<file path="config.mk">
export PLATFORM = sky130hd
export DESIGN_NAME = egi_front
export DESIGN_NICKNAME = d
export VERILOG_FILES = /design/src/hw/rtl/egi_pkg.sv /design/src/hw/rtl/egi_front.sv
export SDC_FILE = /design/constraint.sdc
export NUM_CORES = 1
export LEC_CHECK = 0
export BUFFER_PORTS_ARGS = -buffer_cell sky130_fd_sc_hd__buf_4
export CAP_MARGIN = 5
export CORE_MARGIN = 4
export CORE_UTILIZATION = 56
export CTS_CLUSTER_SIZE = 8
export DETAILED_ROUTE_END_ITERATION = 8
export PLACE_DENSITY = 0.8
export SETUP_SLACK_MARGIN = 0.02
export SLEW_MARGIN = 0
export SYNTH_ARGS = -nofsm -noshare
export SYNTH_HDL_FRONTEND = slang
export SYNTH_SLANG_ARGS = --single-unit
</file>
<file path="constraint.sdc">
create_clock -name clk -period 6.35 [get_ports clk]
set_clock_uncertainty 0.05 [all_clocks]
set_input_delay 0.635 -clock clk [delete_from_list [all_inputs] [get_ports clk]]
set_output_delay 0.635 -clock clk [all_outputs]
set_load 0.05 [all_outputs]
</file>
<file path="src/hw/rtl/egi_pkg.sv">
package egi_pkg;

  // Pipeline depth: one front stage, five surface stages, three divide stages
  localparam int NUM_STAGES = 9;
  typedef logic [NUM_STAGES-1:0] stage_en_t;

  // Result status codes
  localparam logic [1:0] ST_OK       = 2'd0;
  localparam logic [1:0] ST_FALLBACK = 2'd1;
  localparam logic [1:0] ST_NODATA   = 2'd2;

  // Configuration register indexes
  localparam logic [1:0] CFG_QUAD  = 2'd0;
  localparam logic [1:0] CFG_SLOPE = 2'd1;
  localparam logic [1:0] CFG_GRID  = 2'd2;

  // Grid classes
  localparam logic [1:0] GRID_30 = 2'd0;
  localparam logic [1:0] GRID_90 = 2'd1;

  localparam logic [2:0] ATTR_NODATA = 3'd7;

  typedef struct packed {
    logic       quad;
    logic       slope;
    logic [1:0] grid;
  } cfg_t;

  typedef struct packed {
    logic                miss;
    logic signed [14:0]  alt;
    logic [2:0]          attr;
  } sample_t;

  typedef struct packed {
    logic [1:0]         status;
    logic [2:0]         attr;
    logic signed [14:0] calt;
  } info_t;

  // Stage 1 result: decoded altitudes in row order, fractions, status tag
  typedef struct packed {
    logic [8:0][14:0]   g;
    logic signed [16:0] wx;
    logic signed [16:0] wy;
    info_t              info;
  } front_t;

  // Stage 6 result: final height and signed slope numerators
  typedef struct packed {
    logic signed [22:0] height;
    logic signed [48:0] mx;
    logic signed [48:0] my;
    logic [1:0]         status;
    logic [2:0]         attr;
  } surf_t;

  // Split a raw sample into altitude and attribute class
  function automatic sample_t decode_sample(input logic signed [15:0] r);
    logic [16:0]        t;
    logic [2:0]         q;
    logic signed [17:0] a;
    sample_t            s;
    t = 17'(18'(r) + 18'sd41000);
    q = 3'd0;
    for (int k = 1; k < 8; k++) begin
      if (t >= 17'(k * 10000)) q = 3'(k);
    end
    a = $signed({1'b0, t}) - $signed(18'(q) * 18'd10000) - 18'sd1000;
    s.miss = (r > 16'sd32000) || (r < -16'sd32000);
    s.alt  = 15'(a);
    s.attr = q;
    return s;
  endfunction

  function automatic logic [9:0] grid_spacing(input logic [1:0] gc);
    unique case (gc)
      GRID_30: return 10'd30;
      GRID_90: return 10'd90;
      default: return 10'd900;
    endcase
  endfunction

  // floor(2^32 / spacing)
  function automatic logic [27:0] grid_recip(input logic [1:0] gc);
    unique case (gc)
      GRID_30: return 28'd143165576;
      GRID_90: return 28'd47721858;
      default: return 28'd4772185;
    endcase
  endfunction

endpackage

</file>
<file path="src/hw/rtl/egi_front.sv">
module egi_front #(
  parameter int FRAC_BITS = 16
) (
  input  logic               clk,
  input  egi_pkg::stage_en_t adv,
  input  egi_pkg::cfg_t      cfg,
  input  logic signed [15:0] in_centre_raw,
  input  logic signed [15:0] in_s0,
  input  logic signed [15:0] in_s1,
  input  logic signed [15:0] in_s2,
  input  logic signed [15:0] in_s3,
  input  logic signed [15:0] in_s4,
  input  logic signed [15:0] in_s5,
  input  logic signed [15:0] in_s6,
  input  logic signed [15:0] in_s7,
  input  logic signed [15:0] in_s8,
  input  logic signed [15:0] in_frac_x,
  input  logic signed [15:0] in_frac_y,
  output egi_pkg::front_t    front
);
  import egi_pkg::*;

  localparam int SH_R = (FRAC_BITS >= 16) ? FRAC_BITS - 16 : 0;
  localparam int SH_L = (FRAC_BITS < 16) ? 16 - FRAC_BITS : 0;
  localparam int HALF = (FRAC_BITS < 16) ? (1 << (FRAC_BITS - 1)) : 32768;
  localparam logic signed [17:0] RND    = 18'((SH_R == 0) ? 0 : (1 << (SH_R - 1)));
  localparam logic signed [17:0] HALF_P = 18'(HALF);
  localparam logic signed [17:0] HALF_N = 18'(-HALF);

  // Clamp to half a cell and rescale to 1/65536 cell
  function automatic logic signed [16:0] to_w(input logic signed [15:0] raw);
    logic signed [17:0] v;
    logic signed [17:0] r;
    v = 18'(raw);
    if (FRAC_BITS >= 16) begin
      r = (v + RND) >>> SH_R;
    end else begin
      if (v > HALF_P) v = HALF_P;
      else if (v < HALF_N) v = HALF_N;
      r = v <<< SH_L;
    end
    return 17'(r);
  endfunction

  sample_t c_dec;
  sample_t s_dec [9];
  logic    any_miss;
  logic    near_miss;
  front_t  front_nxt;
  front_t  front_r;

  // Decode centre and the 3x3 block, stored row by row
  always_comb begin
    c_dec    = decode_sample(in_centre_raw);
    s_dec[0] = decode_sample(in_s0);
    s_dec[1] = decode_sample(in_s1);
    s_dec[2] = decode_sample(in_s4);
    s_dec[3] = decode_sample(in_s2);
    s_dec[4] = decode_sample(in_s3);
    s_dec[5] = decode_sample(in_s5);
    s_dec[6] = decode_sample(in_s6);
    s_dec[7] = decode_sample(in_s7);
    s_dec[8] = decode_sample(in_s8);
    near_miss = s_dec[0].miss | s_dec[1].miss | s_dec[3].miss | s_dec[4].miss;
    any_miss  = near_miss | s_dec[2].miss | s_dec[5].miss | s_dec[6].miss |
                s_dec[7].miss | s_dec[8].miss;
    for (int k = 0; k < 9; k++) begin
      front_nxt.g[k] = s_dec[k].alt;
    end
    front_nxt.wx = to_w(in_frac_x);
    front_nxt.wy = to_w(in_frac_y);
    front_nxt.info.calt = c_dec.alt;
    if (c_dec.miss) begin
      front_nxt.info.status = ST_NODATA;
      front_nxt.info.attr   = ATTR_NODATA;
    end else begin
      front_nxt.info.attr   = c_dec.attr;
      front_nxt.info.status = (cfg.quad ? any_miss : near_miss) ? ST_FALLBACK : ST_OK;
    end
  end

  // Capture the request
  always_ff @(posedge clk) begin
    if (adv[0]) front_r <= front_nxt;
  end

  assign front = front_r;

endmodule

</file>
==> run_results.csv <==
group,metric,value,unit
outcome,outcome,"finished clean",
synthesis,ys_types,110,
synthesis,syn_nets,3200,
clock_network,cts_tree,"built",
cells_and_area,fin_nets,3529,
cells_and_area,diodes,0,
sta,fin_crit_sh,94.6,%
run,drv_cap,0,
synthesis,ys_top_cells_by_area,"edfxtp_1, ha_1, xnor2_1",
clock_network,clock-sinks,187,
routing,drt-pass1-iter-count,5,
critical_path,criticalPathCategory,"input pin to flop",
clock_network,h-tree-depth,4,
global_route,grt_max_degree,101,
critical_path,cp_cell_sequence,"buf_4, ha_1, or3_1, a221oi_1, a32oi_1, o211ai_1, a41oi_1, a2111oi_1, o31ai_2, fa_1, ha_1, fa_1, ha_1, inv_1, ha_1, nand3_1, nand2_1, a41oi_1, a21oi_1, xnor3_1, xor2_1",
placed_design,dp_hpwl,50.5,mm
sta,finalSetupTns,0,ps
cells_and_area,drive_gt1_share,17.3,%
routing,ant_nets,0,
critical_path,crit_required,6560,ps
clock_network,cts-buffers-inserted,17,
clock_network,clkTransAtPathRegs,80,ps
clock_network,cts_root_buf,"clkbuf_16",
sta,setup_viol,0,
hold_path,worstHoldStart,"in_frac_y[12]",
global_route,track_usage,27.5,%
synthesis,ys_async_sr_fraction,0,%
power,pwr_density_cell,341,nW/um^2
synthesis,synth_sequential_area_ratio,24.6,%
floorplan,core_area,40100,sq um
clock_network,cts_resized,0,
critical_path,end_kind,"flop",
global_route,grt_pass1_vias,20542,
routing,vias,21321,
placed_design,gp_congestion,0.971,
hold_path,hp-class,"input pin to flop",
routing,route.detailed.drc,0,
power,leakagePower,11.7,nW
synthesis,syn_inst,2687,
critical_path,worstPathMaxFanout,9,
cells_and_area,largest_reg_flops,187,
synthesis,ys_warn_count,0,
floorplan,die_height,210,um
placed_design,port_buffers,383,
global_route,antenna_found_initial,0,
floorplan,num_rows,73,
power,ir_worst_vdd,0.000400,V
synthesis,synth-seq-cells,187,
synthesis,synth_edf_count,187,
synthesis,avgSynthCellArea,8.51,sq um
global_route,grt_pass1_wl,102,mm
critical_path,critPathBufInv,2,
synthesis,syn_area,22900,sq um
synthesis,synth_ff_type,"edfxtp_1",
clock_network,post_cts_buffers,0,
critical_path,critical_path.startpoint_type,"input pin",
critical_path,critPathMaxStageDelay,540,ps
floorplan,die_x,210,um
floorplan,start_util,57.0,%
cells_and_area,syn_to_final_growth,16.9,%
sta,fmax,166,MHz
synthesis,synth.top_cell.area_share,24.6,%
sta,whs,258,ps
critical_path,arrival,6220,ps
critical_path,crit_slowest_cell,"fa_1",
sta,worst_pin_slew,1200,ps
routing,wl_per_cell,17.6,um
hold_path,holdPathStages,1,
cells_and_area,n_fill_cell,3255,
routing,wl,62.6,mm
hold_path,min_to,"front[32]",
critical_path,cp_top_family,"adder cells",
global_route,overflow,0,
sta,hold_violations,0,
clock_network,postCtsHoldBufs,0,
sta,slew_headroom,18.7,%
routing,vias_per_cell,6.00,
routing,drt_iter0_drc,1454,
critical_path,cp_common_cell,"ha_1",
clock_network,cts.path.max_buffers,2,
sta,finalCriticalPeriod,6010,ps
sta,rsz0062_at_grt,"no",
floorplan,ios,395,
sta,report.final.slew_viol_count,0,
synthesis,yosysTopAreaCell,"edfxtp_1",
floorplan,die_area,44100,sq um
area by class of cell:
cell class	instances	area [sq um]	share of cell area (%)
flip-flops and latches	187	5620	21.0
clock buffers	17	425	1.59
clock inverters	14	154	0.576
multi-input cells	2137	15800	59.0
repair buffers	417	3140	11.7
inverters	256	961	3.59
well taps	525	657	2.46
per-stage QoR:
stage          instance area (sq um)  setup slack [ps]  std cells  util (%)  power (mW)
2_1_floorplan                  22900               683       2687         -        6.45
3_3_place_gp                   26200               185       3522      65.2        7.77
3_5_place_dp                   26200             -33.7       3522      65.2        7.98
4_1_cts                        26700               494       3553      66.7        9.15
5_1_grt                        26700               109       3553      66.7        9.77
6_report                       26700               343       3553      66.7        9.12
kinds of logic (layout without fill, tap and decap cells):
kind of cell / Yosys count / in the layout / synth area share [%]
adder cells (fa/ha/maj): 307 / 307 / 17.3
AND/OR/NAND/NOR: 846 / 846 / 19.0
AO/OA/AOI/OAI: 694 / 694 / 20.9
flip-flops: 187 / 187 / 24.6
XOR/XNOR: 277 / 277 / 11.2
multiplexers: 13 / 13 / 0.585
buffers and inverters: 363 / 704 / 6.44
worst max path at each step:
stage	start	cells after the start	slack, ps	to
after CTS	in_s7[4]	21	490	front[173]
after detailed placement	in_s7[4]	21	-30	front[173]
after floorplan	in_s7[3]	21	680	front[173]
after global placement	in_s7[4]	21	180	front[173]
final	in_s7[4]	21	340	front[173]
after global routing	in_s7[4]	21	110	front[173]
per-layer routing:
metal  global-route usage (%)  vias to the layer above  part of all wire, %
met5                        0                        -                    0
met4                     10.3                        0                  3.4
met3                     7.00                      122                  7.9
met2                     46.1                      806                   47
met1                     34.4                     9977                   41
li1                         -                    10416                    -
where the power goes:
group          total [mW]  switching [mW]  internal [mW]
clock                1.12           0.566          0.556
sequential           2.13           0.138           1.99
combinational        5.87            3.62           2.25
total                9.12            4.32           4.79
cell usage after synthesis, types with 43 or more instances:
cell type / count
inv_1: 255
xnor2_1: 172
nor3_1: 78
edfxtp_1: 187
clkbuf_1: 52
xor2_1: 91
a21oi_1: 135
nor2_1: 224
o21ai_0: 155
nand3_1: 56
nor2b_1: 43
nand2_1: 185
ha_1: 291
placed cells by master, fill, tap and decap left out, types with 19 or more instances in the layout:
cell type / netlist / layout
nand2_1: 185 / 185
nor2_1: 224 / 224
inv_1: 255 / 255
nand2b_1: 31 / 31
nand3_1: 56 / 56
nor2b_1: 43 / 43
buf_4: 6 / 416
a21oi_1: 135 / 135
nor4_1: 27 / 27
a21o_1: 27 / 27
nand4_1: 29 / 29
nor3_1: 78 / 78
o21ai_0: 155 / 155
and3_1: 22 / 22
a21boi_0: 39 / 39
edfxtp_1: 187 / 187
xnor2_1: 172 / 172
or2_2: 21 / 21
a31oi_1: 35 / 35
and2_1: 24 / 24
ha_1: 291 / 291
a211oi_1: 27 / 27
o21a_1: 38 / 38
nand4b_1: 19 / 19
o31ai_1: 20 / 20
xor2_1: 91 / 91
Note: power is estimated with default switching activity, not from simulation.
