==> src/hw/rtl/egi_pkg.sv <==
package egi_pkg;

  // Pipeline depth: one front stage, five surface stages, three divide stages
  localparam int NUM_STAGES = 9;
  typedef logic [NUM_STAGES-1:0] stage_en_t;

  // Result status codes
  localparam logic [1:0] ST_OK       = 2'd0;
  localparam logic [1:0] ST_FALLBACK = 2'd1;
  localparam logic [1:0] ST_NODATA   = 2'd2;

  // Configuration register indexes
  localparam logic [1:0] CFG_QUAD  = 2'd0;
  localparam logic [1:0] CFG_SLOPE = 2'd1;
  localparam logic [1:0] CFG_GRID  = 2'd2;

  // Grid classes
  localparam logic [1:0] GRID_30 = 2'd0;
  localparam logic [1:0] GRID_90 = 2'd1;

  localparam logic [2:0] ATTR_NODATA = 3'd7;

  typedef struct packed {
    logic       quad;
    logic       slope;
    logic [1:0] grid;
  } cfg_t;

  typedef struct packed {
    logic                miss;
    logic signed [14:0]  alt;
    logic [2:0]          attr;
  } sample_t;

  typedef struct packed {
    logic [1:0]         status;
    logic [2:0]         attr;
    logic signed [14:0] calt;
  } info_t;

  // Stage 1 result: decoded altitudes in row order, fractions, status tag
  typedef struct packed {
    logic [8:0][14:0]   g;
    logic signed [16:0] wx;
    logic signed [16:0] wy;
    info_t              info;
  } front_t;

  // Stage 6 result: final height and signed slope numerators
  typedef struct packed {
    logic signed [22:0] height;
    logic signed [48:0] mx;
    logic signed [48:0] my;
    logic [1:0]         status;
    logic [2:0]         attr;
  } surf_t;

  // Split a raw sample into altitude and attribute class
  function automatic sample_t decode_sample(input logic signed [15:0] r);
    logic [16:0]        t;
    logic [2:0]         q;
    logic signed [17:0] a;
    sample_t            s;
    t = 17'(18'(r) + 18'sd41000);
    q = 3'd0;
    for (int k = 1; k < 8; k++) begin
      if (t >= 17'(k * 10000)) q = 3'(k);
    end
    a = $signed({1'b0, t}) - $signed(18'(q) * 18'd10000) - 18'sd1000;
    s.miss = (r > 16'sd32000) || (r < -16'sd32000);
    s.alt  = 15'(a);
    s.attr = q;
    return s;
  endfunction

  function automatic logic [9:0] grid_spacing(input logic [1:0] gc);
    unique case (gc)
      GRID_30: return 10'd30;
      GRID_90: return 10'd90;
      default: return 10'd900;
    endcase
  endfunction

  // floor(2^32 / spacing)
  function automatic logic [27:0] grid_recip(input logic [1:0] gc);
    unique case (gc)
      GRID_30: return 28'd143165576;
      GRID_90: return 28'd47721858;
      default: return 28'd4772185;
    endcase
  endfunction

endpackage

==> src/hw/rtl/egi_slope_div.sv <==
module egi_slope_div (
  input  logic               clk,
  input  egi_pkg::stage_en_t adv,
  input  egi_pkg::cfg_t      cfg,
  input  egi_pkg::surf_t     surf,
  output logic signed [22:0] out_height,
  output logic signed [25:0] out_slope_x,
  output logic signed [25:0] out_slope_y,
  output logic [2:0]         out_attribute,
  output logic [1:0]         out_status
);
  import egi_pkg::*;

  logic [9:0]  sp;
  logic [27:0] recip;
  assign sp    = grid_spacing(cfg.grid);
  assign recip = grid_recip(cfg.grid);

  // Round magnitude down to a numerator whose floor division by spacing is the result
  function automatic logic [31:0] num_round(input logic signed [48:0] m, input logic quad,
                                            input logic [9:0] s);
    logic [48:0] mag;
    logic [48:0] r;
    mag = m[48] ? 49'(-m) : 49'(m);
    if (quad) r = (mag + (49'(s) << 12)) >> 13;
    else r = (mag + 49'(s)) >> 1;
    return 32'(r);
  endfunction

  function automatic logic signed [25:0] sat_slope(input logic [27:0] q, input logic neg);
    if (neg) begin
      if (q > 28'd33554432) return -26'sd33554432;
      return 26'(-$signed({1'b0, q}));
    end
    if (q > 28'd33554431) return 26'sd33554431;
    return 26'(q);
  endfunction

  // ---------------- stage 7: magnitude and rounding offset ----------------
  logic [31:0]        n_s7_r [2];
  logic [1:0]         neg_s7_r;
  logic signed [22:0] h_s7_r;
  logic [1:0]         st_s7_r;
  logic [2:0]         at_s7_r;

  always_ff @(posedge clk) begin
    if (adv[6]) begin
      n_s7_r[0] <= num_round(surf.mx, cfg.quad, sp);
      n_s7_r[1] <= num_round(surf.my, cfg.quad, sp);
      neg_s7_r  <= {surf.my[48], surf.mx[48]};
      h_s7_r    <= surf.height;
      st_s7_r   <= surf.status;
      at_s7_r   <= surf.attr;
    end
  end

  // ---------------- stage 8: reciprocal multiply ----------------
  logic [27:0]        qe_s8_r [2];
  logic [31:0]        n_s8_r [2];
  logic [1:0]         neg_s8_r;
  logic signed [22:0] h_s8_r;
  logic [1:0]         st_s8_r;
  logic [2:0]         at_s8_r;

  always_ff @(posedge clk) begin
    if (adv[7]) begin
      for (int a = 0; a < 2; a++) begin
        qe_s8_r[a] <= 28'((64'(n_s7_r[a]) * 64'(recip)) >> 32);
      end
      n_s8_r   <= n_s7_r;
      neg_s8_r <= neg_s7_r;
      h_s8_r   <= h_s7_r;
      st_s8_r  <= st_s7_r;
      at_s8_r  <= at_s7_r;
    end
  end

  // ---------------- stage 9: correct estimate, sign, saturate ----------------
  logic [37:0]        rem [2];
  logic [27:0]        q [2];
  logic signed [25:0] sl [2];
  logic               slope_on;

  always_comb begin
    slope_on = cfg.slope && (st_s8_r == ST_OK);
    for (int a = 0; a < 2; a++) begin
      rem[a] = 38'(n_s8_r[a]) - 38'(qe_s8_r[a]) * 38'(sp);
      q[a]   = qe_s8_r[a] + 28'(rem[a] >= 38'(sp));
      sl[a]  = slope_on ? sat_slope(q[a], neg_s8_r[a]) : '0;
    end
  end

  always_ff @(posedge clk) begin
    if (adv[8]) begin
      out_height    <= h_s8_r;
      out_slope_x   <= sl[0];
      out_slope_y   <= sl[1];
      out_attribute <= at_s8_r;
      out_status    <= st_s8_r;
    end
  end

endmodule

==> config.mk <==
export PLATFORM = sky130hd
export DESIGN_NAME = egi_slope_div
export DESIGN_NICKNAME = d
export VERILOG_FILES = /design/src/hw/rtl/egi_pkg.sv /design/src/hw/rtl/egi_slope_div.sv
export SDC_FILE = /design/constraint.sdc
export NUM_CORES = 2
export LEC_CHECK = 0
export BUFFER_PORTS_ARGS = -buffer_cell sky130_fd_sc_hd__buf_2
export CAP_MARGIN = 20
export CORE_UTILIZATION = 65
export CTS_CLUSTER_SIZE = 28
export DETAILED_ROUTE_END_ITERATION = 8
export PLACE_DENSITY = 0.83
export RECOVER_POWER = 50
export SLEW_MARGIN = 20
export SYNTH_ARGS = -nofsm -noshare
export SYNTH_HDL_FRONTEND = slang
export SYNTH_SLANG_ARGS = --single-unit
==> constraint.sdc <==
create_clock -name clk -period 13.77 [get_ports clk]
set_input_delay 1.377 -clock clk [delete_from_list [all_inputs] [get_ports clk]]
set_output_delay 1.377 -clock clk [all_outputs]
set_load 0.01 [all_outputs]
==> summary.md <==
| Metric | Value |
|---|---|
| Status | `finished, violations left` |
| Failing checks | `max-capacitance violations, max-slew violations` |
| Critical Path RT | `~14,000 ps` |
| Post-Syn Area | `0.07692 mm^2` |
| Multi-input gate area | `0.05855 mm^2` |
| Max cap viols | `6` |
| Clock Tree Root | `clkbuf_16` |
| DRC viols | `0` |
| Setup WS post-layout | `~1300 ps` |
| CTS resizes | `0` |
| Met2 wire len | `roughly 94,000 um` |
| Mapped Cells | `roughly 8,000` |
| Largest net degree at the start of global routing | `81` |
| Critical Path Start | `cfg[1]` |
| CTS tree | `done` |
| Crit path max fanout | `65` |
| Tmin final | `12,430 ps` |
| Chip width | `346.0 um` |
| Setup-failing EPs final | `0` |
| Starting Density | `~66%` |
| Via-to-Cell Ratio | `a little under 6` |
| Final setup TNS | `0 ps` |
| First-pass GRT wire length | `roughly 330,000 um` |
| Worst R2R Start | `qe_s8_r[0][5]` |
| Clock buffer depth | `3` |
| Inst Count DP | `roughly 9,600` |
| Fmax achieved | `just over 0.08 GHz` |
| Starting DRT DRC Count | `approximately 4,400` |
| Critical path's slowest cell | `a2111oi_0` |
| Slew @ Worst Pin | `4537 ps` |
| ANT nets after route | `0` |
| Period utilization | `approximately nine tenths` |
| DR top layer | `met5` |
| CP dominant cell by count | `fa_1` |
| Io pins | `220` |
| Cts bufs inserted | `37` |
| Slew Viols, Final | `356` |
| Reg2Reg Depth | `36` |
| GRT overflow | `0` |
| # clock sinks | `between 300 and 400` |
| Yosys warnings | `0` |
| Worst Path Arrival | `12,810 ps` |
| Layout area overhead | `4.733%` |
| Core Util, Final | `about 69%` |
| Kind of critical path | `input pin to flop` |
| Die area | `0.1197 mm^2` |
| Core area | `about 0.12 mm^2` |
| Crit path to | `out_slope_y[19]` |
| Register area share after synthesis | `12.65%` |
| Average wire per standard cell | `roughly 22 um` |
| Vias | `about 56,000` |
| Met3 Wirelength | `around 21,000 um` |
| HPWL after DPL | `~180,000 um` |
| Filler instances | `8,945` |
| Syn avg cell area | `9.568 um^2` |
| Clock Pin Slew Worst Setup and Hold Paths | `approximately 60 ps` |
| Reg area | `roughly 0.01 mm^2` |
| Asr flop ratio synth | `0%` |
| Routed length on met1 | `86,250 um` |
| Routed wire length | `208,400 um` |
| Slowest stage delay, CP | `770 ps` |
| # Post-CTS Setup Buffers | `0` |
| Post-layout nets | `between 10,000 and 15,000` |
| RSZ-0062 raised after global routing | `false` |
| Share of layout cells above drive strength 1 | `under 10%` |
| Placement Setup Slack | `slightly above 800 ps` |
| Library cells used by synthesis | `94` |
| Seq cells post-synth | `roughly 320` |
| Site Rows | `between 100 and 150` |
| CTS Hold Buffers Added | `0` |
| GRT Util Overall | `a little over a third` |
| Main flop type after synthesis | `edfxtp_1` |
| Worst setup EP type | `flop` |
| R2R setup slack | `approximately 2100 ps` |
| EDFF count, synth | `324` |
| Worst Hold Class | `flop to flop` |
| Drt first pass iters | `5` |
| Clock latency on the worst-skew pair | `approximately 620 ps` |
| Initial antenna violation count | `16` |
| Port bufs | `approximately 210` |
| Layout Cells excl Fill | `around 9,700` |
| Final Wtd Congestion | `1.030` |
| Element type at the critical path start | `input pin` |
| Vias in the first global route | `approximately 59,000` |
| H-Tree Depth | `2` |
| Die H | `346.0 um` |
| Rel. slew slack | `-202.5%` |
| Clock Skew | `roughly 25 ps` |
| Worst reg2reg endpoint | `out_slope_x[8]` |
| Count of final hold-check violations | `0` |
-- final cells by class --
type,instances,share of cell area (%)
multi-input combinational,5413,72.68
sequential,324,12.08
inverter,2086,9.720
tap,1524,2.367
timing repair buffer,235,1.564
clock buffer,42,1.173
clock inverter,26,0.4022
antenna,6,0.01864
-- placed cells by master, fill, tap and decap left out, types with 189 or more instances in the layout --
master,n
ha_1,1180
and2_1,195
nand2_1,381
nor2b_1,315
a21oi_1,229
nor2_1,261
buf_2,201
xnor2_1,189
edfxtp_1,324
fa_1,1272
inv_1,2084
-- flip-flops by register name, indices dropped and copies added (netlist names), 23 cells and up --
name / cells
h_s7_r: 23
h_s8_r: 23
n_s7_r: 64
qe_s8_r: 56
n_s8_r: 64
out_slope_y: 26
out_slope_x: 26
out_height: 23
-- synth_stat cells (all sizes together), types with 36 or more instances --
| library cell | count | area share (%) |
|---|---|---|
| or3 | 41 | 0.33 |
| a21o | 92 | 0.90 |
| inv | 2086 | 10 |
| o21ai | 174 | 1.1 |
| clkbuf | 191 | 0.93 |
| o21a | 36 | 0.35 |
| nor3 | 70 | 0.48 |
| ha | 1180 | 19 |
| nand3 | 83 | 0.54 |
| a211oi | 47 | 0.46 |
| nor2b | 316 | 2.6 |
| a21oi | 229 | 1.5 |
| xnor2 | 189 | 2.2 |
| o31ai | 38 | 0.38 |
| or2 | 84 | 0.68 |
| nor2 | 262 | 1.3 |
| xor2 | 113 | 1.3 |
| nand2 | 382 | 1.9 |
| a31oi | 36 | 0.29 |
| and2 | 196 | 1.6 |
| edfxtp | 324 | 13 |
| and3 | 47 | 0.38 |
| fa | 1272 | 33 |
| nand4 | 66 | 0.54 |
-- routing by layer --
metal / global-route usage (%) / vias to the layer above
met1: 48.97 / 27880
li1: - / 25630
met3: 8.154 / 401
met5: 0 / -
met2: 56.84 / 2536
met4: 10.37 / 10
-- how the worst min path moves through the flow --
stage	start	to	slack, ps	depth (start not counted)
5_1_grt	h_s7_r[1]	h_s8_r[1]	420	0
4_1_cts	h_s8_r[14]	out_height[14]	420	0
3_5_place_dp	h_s8_r[14]	out_height[14]	400	0
3_3_place_gp	h_s7_r[19]	h_s8_r[19]	400	0
6_report	h_s8_r[14]	out_height[14]	410	0
2_1_floorplan	at_s7_r[0]	at_s8_r[0]	400	0
-- stage by stage --
| stage | area (um^2) | hold WS [ps] |
|---|---|---|
| after floorplan | 76930 | 400.3 |
| after global placement | 79290 | 400.8 |
| after detailed placement | 79290 | 404.5 |
| after CTS | 80560 | 417.3 |
| after global routing | 80550 | 419.4 |
| final | 80560 | 414.9 |
-- worst max-delay path, delay by kind of cell --
family                   cells  cell delay, ps
AND/OR/NAND/NOR             11            2980
AO/OA/AOI/OAI                9            3200
adder cells (fa/ha/maj)      8            3530
buffers and inverters        7            1610
-- cell families (layout without fill, tap and decap cells) --
kind of cell               count (synthesis)  after routing  synth area share (%)
muxes                                     47             47                0.6522
DFF                                      324            324                 12.65
and+or+nand+nor                         1692           1692                 11.73
buffers and inverters                   2304           2389                 11.26
other                                      1              8              0.004875
xor gates and xnor gates                 302            302                 3.439
adders and majority gates               2462           2462                 52.43
AOI/OAI and AO/OA                        908            908                 7.845
Power is not shown: default switching activity piles up to over one toggle a cycle in this logic, so the estimate is an artifact.
